$ cat src/rtl/core/oldest_ready_command_select_unit_assert.svh
// Assertion macros for the oldest ready command select unit.
`ifndef OLDEST_READY_COMMAND_SELECT_UNIT_ASSERT_SVH
`define OLDEST_READY_COMMAND_SELECT_UNIT_ASSERT_SVH

// Checks that the consequent holds in the same cycle as the antecedent.
`define ORCS_ASSERT_SAME(label, clk, rst_n, ante, cons) \
	label: assert property (@(posedge clk) disable iff (!rst_n) (ante) |-> (cons)) \
		else $error("orcs assertion failed");

// Checks that the consequent holds in the cycle after the antecedent.
`define ORCS_ASSERT_NEXT(label, clk, rst_n, ante, cons) \
	label: assert property (@(posedge clk) disable iff (!rst_n) (ante) |=> (cons)) \
		else $error("orcs assertion failed");

`endif

$ cat src/rtl/core/orcs_pkg.sv
// Types and constants shared by the oldest ready command select unit.
`timescale 1ns / 1ps
package orcs_pkg;

	localparam int CodeWidth    = 5;
	localparam int SlotWidth    = 4;
	localparam int PayloadWidth = 32;
	localparam int TimeWidth    = 48;
	localparam int LengthWidth  = 16;
	localparam int KeyWidth     = TimeWidth + 1;

	typedef logic [CodeWidth-1:0]    code_t;
	typedef logic [SlotWidth-1:0]    slot_t;
	typedef logic [PayloadWidth-1:0] payload_t;
	typedef logic [TimeWidth-1:0]    time_t;
	typedef logic [LengthWidth-1:0]  length_t;
	typedef logic [KeyWidth-1:0]     key_t;

	typedef struct packed {
		code_t    code;
		slot_t    slot;
		payload_t payload;
		time_t    issue;
	} record_t;

	localparam time_t NopTime = {TimeWidth{1'b1}};

	typedef enum logic {
		POLICY_OLDEST_ALL = 1'b0,
		POLICY_RAS_CAS    = 1'b1
	} policy_t;

endpackage

$ cat src/rtl/core/oldest_ready_command_select_unit.sv
// Oldest ready command select unit: running oldest-first winner over a list of ready commands.
// Throughput is one request per cycle, set by the running-winner update (49-bit add and compare),
// except while a last request waits in s1 (in_stall). A last request updates the winners as it
// leaves s1; its result goes to s2, then to the output register. Other requests produce no result.
// arst_n clears all valid flags, both running winners and the select policy (oldest over all).
// There is no clearing pass; requests are accepted in the first cycle after reset.
`timescale 1ns / 1ps
`include "oldest_ready_command_select_unit_assert.svh"
module oldest_ready_command_select_unit (
	input  logic               clk,
	input  logic               arst_n,
	input  logic               cfg_valid,
	output logic               cfg_ready,
	input  logic               cfg_data,
	input  logic               in_valid,
	output logic               in_stall,
	input  logic               entry_valid,
	input  orcs_pkg::code_t    command_code,
	input  logic               is_row_command,
	input  orcs_pkg::length_t  command_length,
	input  orcs_pkg::time_t    issue_time,
	input  orcs_pkg::payload_t payload_id,
	input  orcs_pkg::slot_t    entry_index,
	input  orcs_pkg::time_t    current_time,
	input  logic               last_entry,
	output logic               out_valid,
	input  logic               out_stall,
	output logic               grant,
	output orcs_pkg::code_t    granted_command,
	output orcs_pkg::slot_t    granted_entry,
	output orcs_pkg::payload_t granted_payload,
	output orcs_pkg::time_t    granted_time
);
	import orcs_pkg::*;

	policy_t  policy_q;

	logic     valid_s1;
	logic     entry_valid_s1;
	logic     is_row_s1;
	length_t  length_s1;
	record_t  cand_s1;
	time_t    now_s1;
	logic     last_s1;

	logic     row_found_q;
	key_t     row_key_q;
	record_t  row_rec_q;
	logic     col_found_q;
	key_t     col_key_q;
	record_t  col_rec_q;

	logic     valid_s2;
	logic     policy_s2;
	logic     row_found_s2;
	record_t  row_rec_s2;
	logic     col_found_s2;
	record_t  col_rec_s2;
	time_t    now_s2;

	logic     out_valid_q;
	logic     grant_q;
	record_t  out_rec_q;

	logic     s2_go;
	logic     s2_free;
	logic     s1_go;
	logic     s1_fire;
	logic     in_fire;
	key_t     cand_key;
	logic     to_col;
	logic     row_take;
	logic     col_take;
	logic     row_found_d;
	key_t     row_key_d;
	record_t  row_rec_d;
	logic     col_found_d;
	key_t     col_key_d;
	record_t  col_rec_d;
	logic     have;
	record_t  win;
	logic     grant_d;
	record_t  out_rec_d;

	assign cfg_ready = 1'b1;

	always_ff @(posedge clk or negedge arst_n) begin
		if (!arst_n) begin
			policy_q <= POLICY_OLDEST_ALL;
		end else if (cfg_valid && cfg_ready) begin
			policy_q <= policy_t'(cfg_data);
		end
	end

	// Handshake: an s1 item that is not last never waits on the later stages.
	assign s2_go    = !out_valid_q || !out_stall;
	assign s2_free  = !valid_s2 || s2_go;
	assign s1_go    = !last_s1 || s2_free;
	assign s1_fire  = valid_s1 && s1_go;
	assign in_stall = valid_s1 && !s1_go;
	assign in_fire  = in_valid && !in_stall;

	always_ff @(posedge clk or negedge arst_n) begin
		if (!arst_n) begin
			valid_s1 <= 1'b0;
		end else if (!valid_s1 || s1_go) begin
			valid_s1 <= in_fire;
		end
	end

	always_ff @(posedge clk) begin
		if (in_fire) begin
			entry_valid_s1 <= entry_valid;
			is_row_s1      <= is_row_command;
			length_s1      <= command_length;
			cand_s1        <= '{code: command_code, slot: entry_index,
				payload: payload_id, issue: issue_time};
			now_s1         <= current_time;
			last_s1        <= last_entry;
		end
	end

	// Running winner update.
	always_comb begin
		cand_key = {1'b0, cand_s1.issue} + {{(KeyWidth-LengthWidth){1'b0}}, length_s1};
		to_col   = (policy_q == POLICY_RAS_CAS) && !is_row_s1;
		row_take = entry_valid_s1 && !to_col && (!row_found_q || cand_key < row_key_q ||
			(cand_key == row_key_q && cand_s1.payload < row_rec_q.payload));
		col_take = entry_valid_s1 && to_col && (!col_found_q || cand_key < col_key_q ||
			(cand_key == col_key_q && cand_s1.payload < col_rec_q.payload));
		row_found_d = row_found_q || row_take;
		row_key_d   = row_take ? cand_key : row_key_q;
		row_rec_d   = row_take ? cand_s1 : row_rec_q;
		col_found_d = col_found_q || col_take;
		col_key_d   = col_take ? cand_key : col_key_q;
		col_rec_d   = col_take ? cand_s1 : col_rec_q;
	end

	always_ff @(posedge clk or negedge arst_n) begin
		if (!arst_n) begin
			row_found_q <= 1'b0;
			col_found_q <= 1'b0;
		end else if (s1_fire) begin
			row_found_q <= row_found_d && !last_s1;
			col_found_q <= col_found_d && !last_s1;
		end
	end

	always_ff @(posedge clk) begin
		if (s1_fire) begin
			row_key_q <= row_key_d;
			row_rec_q <= row_rec_d;
			col_key_q <= col_key_d;
			col_rec_q <= col_rec_d;
		end
	end

	always_ff @(posedge clk or negedge arst_n) begin
		if (!arst_n) begin
			valid_s2 <= 1'b0;
		end else if (s2_free) begin
			valid_s2 <= s1_fire && last_s1;
		end
	end

	always_ff @(posedge clk) begin
		if (s1_fire && last_s1) begin
			policy_s2    <= (policy_q == POLICY_RAS_CAS);
			row_found_s2 <= row_found_d;
			row_rec_s2   <= row_rec_d;
			col_found_s2 <= col_found_d;
			col_rec_s2   <= col_rec_d;
			now_s2       <= now_s1;
		end
	end

	// List end: merge the class winners by raw issue time, then payload id; grant or NOP.
	always_comb begin
		have = row_found_s2;
		win  = row_rec_s2;
		if (policy_s2 && col_found_s2) begin
			if (!have || col_rec_s2.issue < win.issue ||
				(col_rec_s2.issue == win.issue && col_rec_s2.payload < win.payload)) begin
				win = col_rec_s2;
			end
			have = 1'b1;
		end
		grant_d = have && (win.issue == now_s2);
		if (grant_d) begin
			out_rec_d = win;
		end else begin
			out_rec_d = '{code: '0, slot: '0, payload: '0, issue: NopTime};
		end
	end

	always_ff @(posedge clk or negedge arst_n) begin
		if (!arst_n) begin
			out_valid_q <= 1'b0;
		end else if (s2_go) begin
			out_valid_q <= valid_s2;
		end
	end

	always_ff @(posedge clk) begin
		if (s2_go && valid_s2) begin
			grant_q   <= grant_d;
			out_rec_q <= out_rec_d;
		end
	end

	assign out_valid       = out_valid_q;
	assign grant           = grant_q;
	assign granted_command = out_rec_q.code;
	assign granted_entry   = out_rec_q.slot;
	assign granted_payload = out_rec_q.payload;
	assign granted_time    = out_rec_q.issue;

	`ORCS_ASSERT_NEXT(a_list_end_clears, clk, arst_n, s1_fire && last_s1, !row_found_q && !col_found_q)
	`ORCS_ASSERT_SAME(a_stall_holds_item, clk, arst_n, in_stall, valid_s1 && last_s1 && valid_s2)
	`ORCS_ASSERT_SAME(a_nop_fields, clk, arst_n, out_valid_q && !grant_q, out_rec_q.code == '0 && out_rec_q.slot == '0 && out_rec_q.payload == '0 && out_rec_q.issue == NopTime)

endmodule
$ cat config.mk
export PLATFORM = sky130hd
export DESIGN_NAME = oldest_ready_command_select_unit
export DESIGN_NICKNAME = d
export VERILOG_FILES = /design/src/rtl/core/orcs_pkg.sv /design/src/rtl/core/oldest_ready_command_select_unit.sv
export VERILOG_INCLUDE_DIRS = /design/src /design/src/rtl/core
export SDC_FILE = /design/constraint.sdc
export NUM_CORES = 1
export LEC_CHECK = 0
export ABC_AREA = 1
export BUFFER_PORTS_ARGS = -buffer_cell sky130_fd_sc_hd__buf_4
export CORE_MARGIN = 1
export CORE_UTILIZATION = 51
export CTS_CLUSTER_SIZE = 12
export DETAILED_ROUTE_END_ITERATION = 8
export GPL_TIMING_DRIVEN = 0
export PLACE_DENSITY = 0.73
export SLEW_MARGIN = 20
export SYNTH_ARGS = -nofsm -noshare
export SYNTH_HDL_FRONTEND = slang
export SYNTH_SLANG_ARGS = --single-unit
export TNS_END_PERCENT = 5
$ cat constraint.sdc
create_clock -name clk -period 12.7 [get_ports clk]
set_input_delay 0.635 -clock clk [delete_from_list [all_inputs] [get_ports clk]]
set_output_delay 0.635 -clock clk [all_outputs]
set_load 0.005 [all_outputs]
==> flow_summary.yaml <==
outcome:
  status: "finished clean"
pwr:
  power_density_nw_per_um2: 145
  total_power_w: 0.00602
  ir_drop_v: 0.0000865
  total_leakage_power_nw: 17.7
place:
  portBuffers: 253
  hpwl_um: 67200
  gp_congestion: 0.958
  dp_cells: 4339
synthesis:
  syn_area_per_cell_um2: 11.3
  ys_types: 49
  synthCells: 3133
  yosys-top-cells-area: "edfxtp_1 (64%), ha_1 (9.0%), nand2_1 (8.2%), inv_1 (4.2%), nand3_1 (3.3%)"
  synth.most_common_cell: "nand2_1"
  synth_edf_count: 751
  yosys_most_used_dff: "edfxtp_1"
  synth.net_count: 3551
  ys_ff_latch: 757
  ys_seq_area_share_pct: 64.1
  yosys_warnings: 0
  postSynth.asyncResetShare_pct: 0.793
  syn_area_um2: 35400
  yosysTopAreaCellShare_pct: 63.7
  synth_common_cells: "nand2_1 (769), edfxtp_1 (751), inv_1 (395), ha_1 (255), nand3_1 (235)"
  synth_top_area_cell: "edfxtp_1"
grt:
  grt_antenna_before_repair: 0
  grt_first_pass_wirelength_um: 136000
  grt_usage_pct: 25.6
  grt_pass1_vias: 23600
  overflow: 0
  grt_max_degree: 104
detailed_routing:
  ant_nets: 0
  first_pass_iters: 6
  postRouteWirelength_um: 89700
  vias_per_cell: 5.41
  remaining_drc_errors: 0
  vias: 24200
  drtIter0Drc: 2379
  detail_route.wl_per_cell_um: 20.0
finish:
  fin_cells: 4474
  drive_above_1_share_pct: 12.0
  n_antenna_cell: 0
  syn2layout_area_growth_pct: 17.1
  final_nets: 3909
die:
  initial_core_util_pct: 51.6
  rows: 96
  die_h_um: 265
  coreArea_um2: 68600
  die_width_um: 265
  dieArea_um2: 70500
  io_pins: 255
setup_path:
  startpoint_type: "register"
  cp.required_ns: 13.01
  cp.arrival_ns: 8.63
  crit_fanout: 28
  worst-setup-path-type: "register to register"
  cpMostUsedCell: "nand3_1"
  ff2ff_setup_slack_ns: 4.38
  crit_path_max_incr_delay_ns: 0.72
  slowest_stage: "nor4_1"
  critPathCaptureType: "register"
clock_network:
  cts.path.max_buffers: 3
  cts_root_buffer: "clkbuf_16"
  numCtsBuffers: 80
  path_clk_slew_ns: 0.06
  cts_resized: 0
  htree_levels: 3
  clkLatencyLatePin_ns: 0.63
  cts.sinks: 757
  post_cts_buffers: 0
  cts_tree: "built"
timing:
  worst_clock_skew_ns: 0.0300
  grt_setup_unrepaired: "false"
  timing.slew.headroom_pct: 37.0
  slew_violations: 0
  fin_crit_ns: 8.32
  final.period_utilization_pct: 65.5
  finalSetupViolations: 0
  worst_slew_pin_slew_ns: 0.945
  fmax_mhz: 120
  hold_viol_final: 0
flow_run:
  maxCapViolations: 0
hold_path:
  hp-class: "primary input to register"
## final cells by class
cell class,count,area [µm²]
flip-flops and latches,757,22700
clock inverters,29,218
multi-input cells,1890,10800
fillers,5394,27100
plain buffers,90,424
repair buffers,276,2420
inverters,396,1490
clock buffers,105,2220
well taps,931,1160
## final timing paths
path / startpoint / end / cells after the start
setup reg to reg: cand_s1[0] / row_key_q[23] / 27
max in group asynchronous: arst_n / valid_s1 / 2
min in group asynchronous: arst_n / col_found_q / 2
setup / recovery: cand_s1[0] / row_key_q[23] / 27
hold reg to reg: now_s1[27] / now_s2[27] / 0
hold / removal: command_length[6] / length_s1[6] / 1
## cells by family after synthesis
logic type | Yosys count | share of synthesized area [%]
other cells | 1 | 0.0106
compound gates | 316 | 4.78
xor+xnor | 46 | 1.14
buf+inv | 486 | 5.40
fa+ha+maj | 256 | 9.07
flops | 757 | 64.1
simple gates | 1262 | 15.2
mux | 9 | 0.254
## per-stage QoR
stage | area [µm²] | util [%] | TNS [ns] | setup slack [ns] | hold WS, ns
after global routing | 41500 | 60.5 | 0 | 3.88 | 0.167
final | 41500 | 60.5 | 0 | 4.38 | 0.182
after CTS | 41500 | 60.5 | 0 | 4.39 | 0.154
after detailed placement | 39000 | 56.9 | 0 | 4.45 | 0.405
after global placement | 38500 | 56.1 | -766.66 | -3.35 | 0.401
after floorplan | 35400 | - | 0 | 1.73 | 0.339
## layout by cell type, fill, tap and decap left out, types with 15 or more instances in the layout
cell and count:
buf_2 15, xor2_1 42, edfxtp_1 751, o21ai_0 149, nor3_1 26, clkbuf_16 85, clkbuf_1 72, buf_4 263
nand3b_1 50, nor2_1 128, ha_1 255, nand2_1 769, nand4_1 26, inv_1 392, a21oi_1 126, nand3_1 235
## state kept, by name, summed over array words and instances, names as in the netlist, 32 cells and up
signal           count
cand_s1             89
col_key_q           49
col_rec_q           89
col_rec_s2          89
granted_payload     32
granted_time        48
now_s1              48
now_s2              48
row_key_q           49
row_rec_q           89
row_rec_s2          89
## timing repair
| action | 4_1_cts | 5_1_grt |
|---|---|---|
| hold buffers | 1 | 0 |
| hold endpoints to repair | 6 | 0 |
| endpoints found under the setup margin | 0 | 0 |
## layer usage
| metal | GRT usage (%) | vias up | part of all wire [%] |
|---|---|---|---|
| met5 | 0 | - | 0 |
| met4 | 10.4 | 0 | 3.8 |
| met3 | 3.23 | 171 | 6.7 |
| met2 | 41.2 | 971 | 47 |
| met1 | 35.3 | 11500 | 43 |
| li1 | - | 11500 | - |
## power breakdown
| group | switching (W) | total (W) | leakage (nW) | internal [W] |
|---|---|---|---|---|
| Combinational | 0.000469 | 0.000729 | 9.33 | 0.000260 |
| Sequential | 0.0000889 | 0.00306 | 7.21 | 0.00297 |
| Clock | 0.000943 | 0.00223 | 1.20 | 0.00128 |
| Total | 0.00150 | 0.00602 | 17.7 | 0.00452 |
## worst max-delay path: cells and delay by family (launching register included)
kind,cells,cell delay [ns]
xor+xnor,1,0.43
flops,1,0.52
fa+ha+maj,3,0.89
buf+inv,5,1.85
compound gates,5,1.56
simple gates,13,2.69
Power figures use the tool's default switching activity.
